--- config.mk ---
export PLATFORM = sky130hd
export DESIGN_NAME = cpc_scale
export DESIGN_NICKNAME = d
export VERILOG_FILES = /design/src/hw/rtl/cpc_pkg.sv /design/src/hw/rtl/cpc_scale.sv
export SDC_FILE = /design/constraint.sdc
export NUM_CORES = 2
export LEC_CHECK = 0
export CORE_ASPECT_RATIO = 0.9
export CORE_MARGIN = 1.5
export CORE_UTILIZATION = 70
export DETAILED_ROUTE_END_ITERATION = 6
export DONT_BUFFER_PORTS = 1
export PLACE_DENSITY = 0.86
export SYNTH_ARGS = -nofsm -noshare
export SYNTH_HDL_FRONTEND = slang
export SYNTH_SLANG_ARGS = --single-unit
export TNS_END_PERCENT = 30
--- constraint.sdc ---
create_clock -name i_clk -period 23.5 [get_ports i_clk]
set_input_delay 7.05 -clock i_clk [delete_from_list [all_inputs] [get_ports i_clk]]
set_output_delay 7.05 -clock i_clk [all_outputs]
set_load 0.03 [all_outputs]
--- src/hw/rtl/cpc_pkg.sv ---
`timescale 1ns / 1ps

package cpc_pkg;

    // Conversion select
    typedef enum logic {
        OP_TO_POLAR = 1'b0,
        OP_TO_CART  = 1'b1
    } t_op;

    // Default number of micro-rotations and the size of the arctangent table
    localparam int CPC_ROTATION_STEPS = 16;
    localparam int CPC_TABLE_LEN      = 24;

    // Internal formats: coordinates Q14, angles in 2^-32 turn
    localparam int CPC_CW = 32;
    localparam int CPC_ZW = 33;

    // Inverse CORDIC gain, Q30
    localparam longint CPC_GAIN_BASE = 64'sd652032874;

    // Exact axis angles, 65536 = full turn
    localparam logic [15:0] ANG_ZERO    = 16'd0;
    localparam logic [15:0] ANG_QUARTER = 16'd16384;
    localparam logic [15:0] ANG_HALF    = 16'd32768;
    localparam logic [15:0] ANG_3QUART  = 16'd49152;

    // round(atan(2^-i) / (2 pi) * 2^32)
    localparam logic [31:0] CPC_ARC_TABLE [0:CPC_TABLE_LEN-1] = '{
        32'd536870912, 32'd316933406, 32'd167458907, 32'd85004756,
        32'd42667331,  32'd21354465,  32'd10679838,  32'd5340245,
        32'd2670163,   32'd1335087,   32'd667544,    32'd333772,
        32'd166886,    32'd83443,     32'd41722,     32'd20861,
        32'd10430,     32'd5215,      32'd2608,      32'd1304,
        32'd652,       32'd326,       32'd163,       32'd81
    };

    // One pipeline slot of the rotation chain
    typedef struct packed {
        t_op                      mode;
        logic                     flip;     // negate result (back-facing angle)
        logic                     bypass;   // axis case, result known up front
        logic [15:0]              byp_rad;
        logic [15:0]              byp_ang;
        logic signed [CPC_CW-1:0] x;
        logic signed [CPC_CW-1:0] y;
        logic signed [CPC_ZW-1:0] z;
    } t_cord;

endpackage

--- src/hw/rtl/cpc_scale.sv ---
`timescale 1ns / 1ps

module cpc_scale #(
    parameter int STEPS = cpc_pkg::CPC_ROTATION_STEPS
) (
    input  logic               i_clk,
    input  logic               i_rst_n,
    input  logic               i_valid,
    input  cpc_pkg::t_cord     i_data,
    input  logic               i_stall,
    output logic               o_ready,
    output logic               o_valid,
    output logic signed [15:0] o_x_out,
    output logic signed [15:0] o_y_out,
    output logic [15:0]        o_radius_out,
    output logic [15:0]        o_angle_out
);
    import cpc_pkg::*;

    // Gain with the finite-step correction
    localparam longint GainCorr = (2 * CPC_GAIN_BASE) / (3 * (64'sd1 << (2 * STEPS)));
    localparam logic signed [30:0] Gain = 31'(CPC_GAIN_BASE + GainCorr);
    localparam logic signed [63:0] RoundHalf = 64'sd1 <<< 43;

    // Stage A: gain multiply
    logic               r_a_valid;
    t_op                r_a_mode;
    logic               r_a_flip;
    logic               r_a_bypass;
    logic [15:0]        r_a_byp_rad;
    logic [15:0]        r_a_byp_ang;
    logic [31:0]        r_a_z;
    logic signed [62:0] r_a_px;
    logic signed [62:0] r_a_py;
    logic signed [62:0] n_px;
    logic signed [62:0] n_py;
    logic               ready_a;

    // Stage B: rounding, saturation, output select
    logic               r_b_valid;
    logic signed [15:0] r_x_out;
    logic signed [15:0] r_y_out;
    logic [15:0]        r_radius_out;
    logic [15:0]        r_angle_out;
    logic               ready_b;

    logic signed [63:0] sum_x;
    logic signed [63:0] sum_y;
    logic signed [19:0] rx;
    logic signed [19:0] ry;
    logic signed [19:0] fx;
    logic signed [19:0] fy;
    logic [31:0]        z_rnd;
    logic signed [15:0] n_x_out;
    logic signed [15:0] n_y_out;
    logic [15:0]        n_radius_out;
    logic [15:0]        n_angle_out;

    assign n_px = $signed(i_data.x) * Gain;
    assign n_py = $signed(i_data.y) * Gain;

    assign ready_b = !r_b_valid || !i_stall;
    assign ready_a = !r_a_valid || ready_b;
    assign o_ready = ready_a;

    always_ff @(posedge i_clk) begin
        if (!i_rst_n) begin
            r_a_valid <= 1'b0;
        end else if (ready_a) begin
            r_a_valid <= i_valid;
        end
    end

    always_ff @(posedge i_clk) begin
        if (ready_a && i_valid) begin
            r_a_mode    <= i_data.mode;
            r_a_flip    <= i_data.flip;
            r_a_bypass  <= i_data.bypass;
            r_a_byp_rad <= i_data.byp_rad;
            r_a_byp_ang <= i_data.byp_ang;
            r_a_z       <= i_data.z[31:0];
            r_a_px      <= n_px;
            r_a_py      <= n_py;
        end
    end

    // Round half up, drop 44 fraction bits
    assign sum_x = $signed({r_a_px[62], r_a_px}) + RoundHalf;
    assign sum_y = $signed({r_a_py[62], r_a_py}) + RoundHalf;
    assign rx    = sum_x[63:44];
    assign ry    = sum_y[63:44];
    assign fx    = r_a_flip ? -rx : rx;
    assign fy    = r_a_flip ? -ry : ry;
    assign z_rnd = r_a_z + 32'h0000_8000;

    always_comb begin
        n_x_out      = '0;
        n_y_out      = '0;
        n_radius_out = '0;
        n_angle_out  = '0;
        if (r_a_mode == OP_TO_POLAR) begin
            if (r_a_bypass) begin
                n_radius_out = r_a_byp_rad;
                n_angle_out  = r_a_byp_ang;
            end else begin
                if (rx[19]) begin
                    n_radius_out = 16'd0;
                end else if (rx[18:16] != 3'd0) begin
                    n_radius_out = 16'hFFFF;
                end else begin
                    n_radius_out = rx[15:0];
                end
                n_angle_out = z_rnd[31:16];
            end
        end else begin
            // Saturate to signed 16 bits
            if (fx[19:15] != {5{fx[19]}}) begin
                n_x_out = fx[19] ? 16'sh8000 : 16'sh7FFF;
            end else begin
                n_x_out = fx[15:0];
            end
            if (fy[19:15] != {5{fy[19]}}) begin
                n_y_out = fy[19] ? 16'sh8000 : 16'sh7FFF;
            end else begin
                n_y_out = fy[15:0];
            end
        end
    end

    always_ff @(posedge i_clk) begin
        if (!i_rst_n) begin
            r_b_valid <= 1'b0;
        end else if (ready_b) begin
            r_b_valid <= r_a_valid;
        end
    end

    always_ff @(posedge i_clk) begin
        if (ready_b && r_a_valid) begin
            r_x_out      <= n_x_out;
            r_y_out      <= n_y_out;
            r_radius_out <= n_radius_out;
            r_angle_out  <= n_angle_out;
        end
    end

    assign o_valid      = r_b_valid;
    assign o_x_out      = r_x_out;
    assign o_y_out      = r_y_out;
    assign o_radius_out = r_radius_out;
    assign o_angle_out  = r_angle_out;

endmodule

==> impl_results.md <==
- Crit share post-route: 0.620
- Skew-Pair Late Insertion Delay: 440 ps
- WL final: 111000 µm
- CP Class: in2reg
- Synth async-reset ratio: 0
- Post-layout util: 0.730
- Initial core utilization: 0.707
- Total grt overflow: 0
- Rows: 87
- # setup viols final: 0
- Area of the die: 64900 µm²
- Synth Area per Inst: 10.1 µm²
- Worst Path Required: 23670 ps
- CTS tree: done
- Hold Violations, Final: 0
- Sum Neg Setup Slack: 0 ps
- Fmax: 68.7 MHz
- Final Non-Filler Cells: 5214
- Startpoint types: primary input
- Post-CTS sizing: 0
- Syn Nets: 6107
- Placed cell count: 5181
- Total GRT Usage: 0.362
- Largest net degree at the start of global routing: 73
- Initial antenna violation count: 1
- Synth Warn #: 0
- Syn Std Cell Area: 44400 µm²
- Post-synth cell types: 75
- Dpl hpwl: 98300 µm
- Die Wd: 268 µm
- Via count: 30000
- Postcts setup bufs: 0
- Seq/Total Area, Yosys: 0.107
- Syn Inst Count: 4394
- TritonCTS Buffers: 17
- Number of port buffers: 0
- Root buffer cell: clkbuf_16
- Gpl congestion: 1.01
- Drt wl/cell: 21.4 µm
- Crit path DAT: 14730 ps
- Vias per Instance: 5.76
- Normalized max-slew margin: 0.198
- Crit-path max cell delay: 590 ps
- Clock skew after layout: 13.9 ps
- EDFF count, synth: 156
- CTS H-tree depth: 4
- Crit-path max FO: 9
- Hold Crit Class: reg2reg
- Number of global-route vias before repair: 32600
- Chip Height: 242 µm
- Cell family with most CP delay: adder cells
- Worst-path clk slew: 60 ps
- DR DRC count: 0
- Bufs and invs on worst path: 5
- Area Growth Syn to Fin: 3.18%
- # nets final: 6068
- Hold buffers post-CTS: 0
- Ys flop type: edfxtp_1
- RSZ-0062 raised after global routing: no
- Setup crit end kind: flop
- Layout cells sized above 1: 0.0181
- FF+latch count, synth: 158
- Core ar.: 62700 µm²
- Tightest Pin Transition: 1200 ps
- Clock buffer depth: 2
- Worst path slowest cell: or4_1
- First-pass GRT wire length: 179000 µm
- Final min period: 14570 ps
- # Max-Cap Violations: 0
- Slew Limit Fails: 0
- DRT Pass-1 Iters: 7
- Number of DRC markers in iteration 0: 2319
- Clock Sinks: 158
- Status: completed
- Ports: 202
- Routed Antenna Nets: 0
-- per-layer routing --
metal | vias up | global-route usage | routed length [µm]
met4 | 0 | 0.108 | 3530
met3 | 249 | 0.0748 | 10400
met1 | 15000 | 0.498 | 45900
met2 | 1364 | 0.580 | 51600
li1 | 13400 | - | -
met5 | - | 0 | 0
-- cells in the mapped netlist (8+ instances only) --
master,instances,area [µm²]
and3_1,20,125
a22o_1,9,78.8
a31oi_1,19,119
a211oi_1,22,165
o21ai_0,96,480
o21ai_2,13,114
nand2b_1,11,68.8
o211ai_1,9,67.6
buf_4,10,75.1
nand3_1,43,215
xor2_1,172,1510
o21a_1,12,90.1
and2_1,15,93.8
nor2_1,110,413
o21bai_1,8,60.1
a21oi_1,157,786
nor2b_1,29,181
inv_1,1362,5110
clkbuf_1,46,173
nor3_1,27,135
a21o_1,82,616
and4_1,12,105
nand4_1,23,144
nand2_1,93,349
ha_1,733,9170
edfxtp_1,156,4680
fa_1,844,16900
xnor2_1,143,1250
mux2i_1,8,80.1
-- metrics by stage --
step	worst slack [ps]	hold WS, ps	area, µm²
after global placement	8780	503	45200
after detailed placement	8630	524	45200
final	8930	553	45800
after CTS	9090	554	45800
after floorplan	9130	475	44400
after global routing	8510	574	45800
-- placed cells by master, fill, tap and decap left out, types with 12 or more instances in the layout --
master	Yosys	layout
nand4_1	23	23
nor2_1	110	110
and3_1	20	20
nand3_1	43	43
xor2_1	172	172
and2_1	15	14
a21oi_1	157	157
and4_1	12	12
fa_1	844	844
edfxtp_1	156	156
nor2b_1	29	29
o21ai_0	96	96
nand2_1	93	93
ha_1	733	733
xnor2_1	143	143
o21ai_2	13	13
clkbuf_16	0	17
o21a_1	12	12
a21o_1	82	82
nor3_1	27	27
a211oi_1	22	22
inv_1	1362	1362
a31oi_1	19	19
-- layout make-up --
type                            count  area [µm²]
Multi-Input combinational cell   2806       34200
Fill cell                        4409       16900
Inverter                         1364        5120
Sequential cell                   158        4720
Tap cell                          845        1060
Clock buffer                       17         425
Clock inverter                     15         160
Timing Repair Buffer                8        60.1
Antenna cell                        1        2.50
-- logic make-up after synthesis --
logic type,share of synthesized area
AOI/OAI and AO/OA,0.0706
xor gates and xnor gates,0.0626
adders and majority gates,0.588
buffers and inverters,0.122
DFF,0.107
muxes,0.00181
and+or+nand+nor,0.0484
-- worst register-to-register path: stages, from the launching register on --
cell and delay (ps):
edfxtp_1 500, ha_1 470, and4_1 360, a21oi_1 90, o32a_1 360, nor2_1 240
and4_1 430, a21oi_1 110, o211a_1 250, a2bb2oi_2 170, o21ai_2 660, o21ai_0 250
-- registers in the layout (all words and copies together), names as in the netlist --
register      flops
o_valid           1
r_a_flip          1
r_a_valid         1
r_a_bypass        1
o_radius_out     16
o_x_out          16
r_a_mode          1
r_a_z            17
r_a_byp_ang      16
o_y_out          16
r_a_byp_rad      16
o_angle_out      16
r_a_py           20
r_a_px           20
-- final timing paths --
kind                                                 from                        endpoint  slack (ps)  cells past startpoint
worst max-delay path                           i_data[42]            r_a_py[62]$_DFFE_PP_        8930                     26
worst min-delay path            r_a_byp_rad[14]$_DFFE_PP_  o_radius_out[14]$_SDFFCE_PP0P_         550                      2
worst max register to register       r_a_py[43]$_DFFE_PP_        o_y_out[3]$_SDFFCE_PN0P_       19310                     11
worst min register to register  r_a_byp_rad[14]$_DFFE_PP_  o_radius_out[14]$_SDFFCE_PP0P_         550                      2
Power is not shown: default switching activity piles up to over one toggle a cycle in this logic, so the estimate is an artifact.
