**src/hw/rtl/cpc_pkg.sv**
```systemverilog
`timescale 1ns / 1ps

package cpc_pkg;

    // Conversion select
    typedef enum logic {
        OP_TO_POLAR = 1'b0,
        OP_TO_CART  = 1'b1
    } t_op;

    // Default number of micro-rotations and the size of the arctangent table
    localparam int CPC_ROTATION_STEPS = 16;
    localparam int CPC_TABLE_LEN      = 24;

    // Internal formats: coordinates Q14, angles in 2^-32 turn
    localparam int CPC_CW = 32;
    localparam int CPC_ZW = 33;

    // Inverse CORDIC gain, Q30
    localparam longint CPC_GAIN_BASE = 64'sd652032874;

    // Exact axis angles, 65536 = full turn
    localparam logic [15:0] ANG_ZERO    = 16'd0;
    localparam logic [15:0] ANG_QUARTER = 16'd16384;
    localparam logic [15:0] ANG_HALF    = 16'd32768;
    localparam logic [15:0] ANG_3QUART  = 16'd49152;

    // round(atan(2^-i) / (2 pi) * 2^32)
    localparam logic [31:0] CPC_ARC_TABLE [0:CPC_TABLE_LEN-1] = '{
        32'd536870912, 32'd316933406, 32'd167458907, 32'd85004756,
        32'd42667331,  32'd21354465,  32'd10679838,  32'd5340245,
        32'd2670163,   32'd1335087,   32'd667544,    32'd333772,
        32'd166886,    32'd83443,     32'd41722,     32'd20861,
        32'd10430,     32'd5215,      32'd2608,      32'd1304,
        32'd652,       32'd326,       32'd163,       32'd81
    };

    // One pipeline slot of the rotation chain
    typedef struct packed {
        t_op                      mode;
        logic                     flip;     // negate result (back-facing angle)
        logic                     bypass;   // axis case, result known up front
        logic [15:0]              byp_rad;
        logic [15:0]              byp_ang;
        logic signed [CPC_CW-1:0] x;
        logic signed [CPC_CW-1:0] y;
        logic signed [CPC_ZW-1:0] z;
    } t_cord;

endpackage

```
**src/hw/rtl/cpc_stage.sv**
```systemverilog
`timescale 1ns / 1ps

module cpc_stage #(
    parameter int SHIFT = 0
) (
    input  logic           i_clk,
    input  logic           i_rst_n,
    input  logic           i_valid,
    input  cpc_pkg::t_cord i_data,
    input  logic           i_ready,
    output logic           o_ready,
    output logic           o_valid,
    output cpc_pkg::t_cord o_data
);
    import cpc_pkg::*;

    localparam logic signed [CPC_ZW-1:0] Arc = $signed({1'b0, CPC_ARC_TABLE[SHIFT]});

    logic                     r_valid;
    t_cord                    r_data;
    t_cord                    n_data;
    logic                     neg;
    logic signed [CPC_CW-1:0] x_sh;
    logic signed [CPC_CW-1:0] y_sh;

    // Vectoring drives y to zero, rotation drives z to zero
    assign neg  = (i_data.mode == OP_TO_POLAR) ? !i_data.y[CPC_CW-1] : i_data.z[CPC_ZW-1];
    assign x_sh = $signed(i_data.x) >>> SHIFT;
    assign y_sh = $signed(i_data.y) >>> SHIFT;

    // One micro-rotation
    always_comb begin
        n_data = i_data;
        if (neg) begin
            n_data.x = $signed(i_data.x) + y_sh;
            n_data.y = $signed(i_data.y) - x_sh;
            n_data.z = $signed(i_data.z) + Arc;
        end else begin
            n_data.x = $signed(i_data.x) - y_sh;
            n_data.y = $signed(i_data.y) + x_sh;
            n_data.z = $signed(i_data.z) - Arc;
        end
    end

    assign o_ready = !r_valid || i_ready;

    always_ff @(posedge i_clk) begin
        if (!i_rst_n) begin
            r_valid <= 1'b0;
        end else if (o_ready) begin
            r_valid <= i_valid;
        end
    end

    always_ff @(posedge i_clk) begin
        if (o_ready && i_valid) begin
            r_data <= n_data;
        end
    end

    assign o_valid = r_valid;
    assign o_data  = r_data;

endmodule

```
**config.mk**
```make
export PLATFORM = sky130hd
export DESIGN_NAME = cpc_stage
export DESIGN_NICKNAME = d
export VERILOG_FILES = /design/src/hw/rtl/cpc_pkg.sv /design/src/hw/rtl/cpc_stage.sv
export SDC_FILE = /design/constraint.sdc
export NUM_CORES = 1
export LEC_CHECK = 0
export BUFFER_PORTS_ARGS = -buffer_cell sky130_fd_sc_hd__buf_2
export CAP_MARGIN = 0
export CORE_UTILIZATION = 40
export CTS_BUF_LIST = sky130_fd_sc_hd__clkbuf_4
export CTS_CLUSTER_DIAMETER = 50
export CTS_CLUSTER_SIZE = 16
export DETAILED_ROUTE_END_ITERATION = 7
export PLACE_DENSITY = 0.76
export SLEW_MARGIN = 30
export SYNTH_ARGS = -nofsm -noshare
export SYNTH_HDL_FRONTEND = slang
export SYNTH_SLANG_ARGS = --single-unit
```
**constraint.sdc**
```tcl
create_clock -name i_clk -period 5.1 [get_ports i_clk]
set_input_delay 0.51 -clock i_clk [delete_from_list [all_inputs] [get_ports i_clk]]
set_output_delay 0.51 -clock i_clk [all_outputs]
set_load 0.005 [all_outputs]
```
==> results of run 1 <==
logic make-up after synthesis:
logic type,Yosys count,share of synthesized area [%]
xor gates and xnor gates,63,5.805
adders and majority gates,100,13.48
buffers and inverters,146,6.042
and+or+nand+nor,229,11.60
DFF,132,41.60
AOI/OAI and AO/OA,309,20.73
muxes,7,0.7503
layer usage:
metal	wire (microns)	vias to the layer above	part of all wire, %	track usage (%)
met2	12950	500	45	35.91
met3	2622	55	9.1	3.972
met5	0	-	0	0
met4	830	0	2.9	8.497
met1	12320	4077	43	31.36
li1	-	4046	-	-
critical path, delay by kind of cell:
kind	cells	cell delay, ns
XOR/XNOR	1	0.13
buffers and inverters	2	0.15
adder cells (fa/ha/maj)	1	0.59
AO/OA/AOI/OAI	5	1.38
AND/OR/NAND/NOR	3	1.06
flip-flops by register name, summed over array words and instances, names as in the netlist:
register  flops
o_data      131
o_valid       1
cells in the final DEF, fill, tap and decap left out, types with 14 or more instances in the layout:
| cell | count |
|---|---|
| a21oi_1 | 118 |
| o21ai_0 | 55 |
| clkbuf_4 | 18 |
| nand4_1 | 15 |
| xnor2_1 | 57 |
| nand2_1 | 49 |
| a21o_1 | 14 |
| nor3_1 | 14 |
| o21bai_1 | 16 |
| nor2_1 | 84 |
| ha_1 | 96 |
| inv_1 | 97 |
| edfxtp_1 | 131 |
| buf_2 | 269 |
area by class of cell:
type | count | area, sq um
clock inverters | 14 | 163.9
repair buffers | 273 | 1396
fillers | 2243 | 11980
flip-flops and latches | 132 | 3954
multi-input cells | 708 | 4980
clock buffers | 18 | 135.1
well taps | 319 | 399.1
diodes | 1 | 2.502
inverters | 104 | 392.9
final timing paths:
path	startpoint	slack, ns	endpoint	depth (start not counted)
min reg2reg	o_valid	0.55	o_valid	2
min	i_data[121]	0.16	o_data[121]	1
max	i_data[47]	1.55	o_data[63]	12
max reg2reg	o_valid	2.91	o_data[111]	4
power by group:
group | total, mW | internal (mW) | switching, mW | leakage, nW
combinational | 1.00 | 0.387 | 0.615 | 3.61
clock | 0.741 | 0.311 | 0.429 | 0.153
sequential | 1.38 | 1.35 | 0.0337 | 1.28
==> metrics.md, run 1 <==
| Metric | Value |
|---|---|
| Final core utilization | `between 40% and 50%` |
| Mapped Area | `9505 sq um` |
| Final setup viols | `0` |
| Worst hold path class | `input port to flop` |
| Sequential-to-total area share from yosys stat | `about 42%` |
| Crit start category | `input port` |
| Fmax | `281.5 MHz` |
| Area share of the largest cell type after synthesis | `41.38%` |
| Pwr/cell area | `273.4 nW/um^2` |
| Mapped Avg Cell Area | `9.640 sq um` |
| Vias per Instance | `between 5 and 6` |
| Post-layout power | `3.123 mW` |
| Initial antenna violation count | `1` |
| Worst-path fanout max | `13` |
| Design area | `between 10000 and 15000 sq um` |
| Hold-fix buffers, CTS | `0` |
| ANT nets after route | `0` |
| CTS H-tree depth | `4` |
| Fin crit period | `between 3 and 4 ns` |
| Post-synth ARST share | `0%` |
| Hold WS | `0.1571 ns` |
| Critical Path, Cell by Cell | `buf_2 -> inv_1 -> ha_1 -> nand2_1 -> nor3_1 -> nand4_1 -> a211o_1 -> a21oi_1 -> a31oi_1 -> o211ai_1 -> a21bo_1 -> xnor2_1` |
| Pre-antenna DRT Iters | `7` |
| Cell count after synthesis | `986` |
| Core box area | `23400 sq um` |
| Synth Warn # | `0` |
| Post-route setup TNS | `0 ns` |
| Fin worst setup slack | `1.548 ns` |
| Tcrit/Tclk final | `69.66%` |
| GR Util All Layers | `22.86%` |
| Clk_skew | `~0.022 ns` |
| Share of cells above drive strength 1 | `a little over a quarter` |
| Crit-path slowest cell | `nor3_1` |
| Critical path required time | `about 5.4 ns` |
| GRT overflow | `0` |
| Number of global-route vias before repair | `7848` |
| Delay of the slowest critical-path stage | `0.63 ns` |
| 1st-iter DRT viols | `988` |
| Slew HR | `45.98%` |
| First-pass GRT wire length | `43170 microns` |
| Worst IR Drop VDD | `140.0 uV` |
| Count leader, synth | `edfxtp_1` |
| Row count | `56` |
| Slew @ Worst Pin | `approximately 0.79 ns` |
| Kind of critical path | `input port to flop` |
| Static Leak | `5.040 nW` |
| Final non-filler cell total | `1569` |
| Max Buffers Root-to-Sink | `2` |
| Layout Nets | `roughly 1500` |
| Gpl congestion | `0.9753` |
| Setup crit end kind | `flop` |
| Vias after detailed routing | `8678` |
| Die X | `roughly 160 microns` |
| Placed cell count | `1536` |
| Syn_nets | `1222` |
| Clock-pin slew on the worst setup and hold paths | `approximately 0.13 ns` |
| Drc violations | `0` |
| Worst slack at placement | `around 1.2 ns` |
| Synthesized flop and latch total | `132` |
| Worst EP arrival | `3.83 ns` |
| WL final | `about 29000 microns` |
| Clock tree sinks | `132` |
| CTS Buf Count | `17` |
| Number of synthesized flops with an enable pin | `131` |
| Clk Latency, worst-skew pair | `a little over 0.5 ns` |
| Max_cap viols | `0` |
| Prevailing post-synth register cell | `edfxtp_1` |
| HPWL Detailed | `about 23000 microns` |
| Final Max Slew Viols | `0` |
| Synth area leader | `edfxtp_1` |
| Drt wl/cell | `18.30 microns` |
| RSZ-0062 raised after global routing | `false` |
| Status | `complete, no violations` |
| # resized after CTS | `0` |
| Die ar. | `about 24000 sq um` |
| Layout area overhead | `20.18%` |
| Synth area leaders | `edfxtp_1 41%, ha_1 13%, a21oi_1 6.2%, xnor2_1 5.3%, inv_1 3.8%` |
| Largest net degree at the start of global routing | `66` |
| IO buf count | `around 270` |
| Initial core utilization | `about two fifths` |
| Area after DPL | `11120 sq um` |
| Fin. Hold Viols | `0` |
| CTS tree | `yes` |
| I/O pin count | `270` |
| Die Ht | `156.2 microns` |
| Unique masters post-synth | `80` |
| CTS root buf | `clkbuf_4` |
| Post CTS Setup Buffer Count | `0` |
| Most frequent cells after synthesis | `131 x edfxtp_1, 118 x a21oi_1, 97 x inv_1, 96 x ha_1, 84 x nor2_1` |
No activity file was read; power rests on OpenSTA's default activity.
==> inputs of run 2 (changes only) <==
Clock period 5.1 ns to 3.4 ns, I/O delays scaled along.
==> run 2 against run 1 <==
Total power up 51%. Cell count grew 7.8%. Hold slack worse by 0.083 ns. Clock power is 31% higher. Core utilization grew 4.5 points. Routed wire length is 6.4% higher. Critical path type unchanged. Highest routed layer unchanged.
==> metrics.md, run 2 (synthesis results as in run 1) <==
| Metric | Value |
|---|---|
| Fmax | `322.2 MHz` |
| Die X | `156.2 microns` |
| CTS root buf | `clkbuf_4` |
| Worst-path fanout max | `8` |
| Pre-antenna DRT Iters | `5` |
| Design area | `~12000 sq um` |
| Vias per Instance | `about 5.3` |
| Crit path from | `i_data[37]` |
| I/O pin count | `270` |
| GRT overflow | `0` |
| Static Leak | `5.579 nW` |
| Clk Latency, worst-skew pair | `0.51 ns` |
| GR Util All Layers | `24.42%` |
| Kind of critical path | `input port to flop` |
| IO buf count | `between 200 and 300` |
| Layout area overhead | `31.16%` |
| First-pass GRT wire length | `46130 microns` |
| Fin crit period | `3.104 ns` |
| Share of cells above drive strength 1 | `27.94%` |
| ANT nets after route | `0` |
| Crit start category | `input port` |
| Clock tree sinks | `about 130` |
| Area after DPL | `approximately 12000 sq um` |
| Post-route setup TNS | `0 ns` |
| RSZ-0062 raised after global routing | `false` |
| Drt wl/cell | `between 15 and 20 microns` |
| Clk_skew | `0.02627 ns` |
| Die ar. | `24380 sq um` |
| WL final | `between 30000 and 40000 microns` |
| Initial antenna violation count | `1` |
| Critical path required time | `around 3.6 ns` |
| Most frequent cells in the layout | `269 x buf_2, 131 x edfxtp_1, 118 x a21oi_1` |
| Status | `complete, no violations` |
| Core box area | `23400 sq um` |
| Fin. Hold Viols | `0` |
| Final setup viols | `0` |
| Largest net degree at the start of global routing | `64` |
| Worst IR Drop VDD | `204.4 uV` |
| Slew HR | `58.71%` |
| Worst hold path class | `input port to flop` |
| Final core utilization | `a little over half` |
| Pwr/cell area | `378.4 nW/um^2` |
| # resized after CTS | `0` |
| Commonest non-fill, non-tap cell in the layout | `buf_2` |
| Max reg flops | `131` |
| Die Ht | `156.2 microns` |
| Worst EP arrival | `3.34 ns` |
| Fill count | `2153` |
| HPWL Detailed | `23850 microns` |
| Reg2Reg Launch Point | `o_valid` |
| Initial core utilization | `40.62%` |
| CTS tree | `yes` |
| Gpl congestion | `0.9262` |
| Vias after detailed routing | `8976` |
| Max Buffers Root-to-Sink | `2` |
| Clock-pin slew on the worst setup and hold paths | `0.14 ns` |
| Final non-filler cell total | `1691` |
| Max_cap viols | `0` |
| Row count | `56` |
| Setup crit end kind | `flop` |
| Slew @ Worst Pin | `0.6194 ns` |
| Placed cell count | `~1600` |
| CTS Buf Count | `17` |
| Drc violations | `0` |
| 1st-iter DRT viols | `790` |
| Hold_sp | `i_valid` |
| CTS H-tree depth | `4` |
| Number of global-route vias before repair | `about 8500` |
| Final Max Slew Viols | `0` |
| Tcrit/Tclk final | `roughly nine tenths` |
| Layout Nets | `1594` |
[run 2: metal layers]
| metal | share of wire (%) | vias up | track usage, % |
|---|---|---|---|
| li1 | - | 4293 | - |
| met1 | 45 | 4198 | 33.95 |
| met2 | 45 | 441 | 39.09 |
| met3 | 7.8 | 44 | 3.028 |
| met4 | 2.6 | 0 | 8.310 |
| met5 | 0 | - | 0 |
[run 2: metrics by stage]
step | setup slack, ns | hold slack [ns] | total power, mW
after CTS | 0.4526 | 0.01085 | 4.727
after floorplan | 0.5502 | 0.4389 | 3.005
after detailed placement | -0.09831 | 0.5182 | 3.688
final | 0.2963 | 0.07429 | 4.717
after global placement | -0.05589 | 0.5163 | 3.667
after global routing | 0.1246 | 0.02286 | 4.967
[run 2: worst paths after layout]
kind	to	slack, ns	cells past startpoint
worst min-delay path	o_valid	0.07	3
worst min register to register	o_valid	0.57	2
worst max-delay path	o_data[90]	0.30	13
worst max register to register	o_data[117]	1.57	3
[run 2: layout make-up]
type                            instances  area [sq um]  area share, %
Clock buffer                           17         127.6          1.024
Inverter                              104         390.4          3.131
Timing Repair Buffer                  395          2480          19.89
Multi-Input combinational cell        708          4980          39.94
Clock inverter                         15         133.9          1.074
Tap cell                              319         399.1          3.202
Sequential cell                       132          3954          31.71
Antenna cell                            1         2.502        0.02007
[run 2: where the power goes]
part	leakage, nW	switching [mW]	internal, mW
sequential	1.28	0.0534	2.02
clock	0.144	0.653	0.321
combinational	4.16	0.960	0.709
total	5.58	1.67	3.05
[run 2: worst max-delay path: stages]
cell and delay [ns]:
buf_2 0.10, inv_1 0.04, ha_1 0.35, buf_4 0.19
a21oi_1 0.32, o311a_1 0.31, o21bai_1 0.15, a2111oi_0 0.46
buf_4 0.20, o31a_1 0.27, o21ai_0 0.10, o21ai_0 0.34
xnor2_1 0.16
[run 2: what timing repair did]
item	in CTS	in global routing
hold endpoints to repair	64	1
setup buffers	0	0
hold buffers	64	1
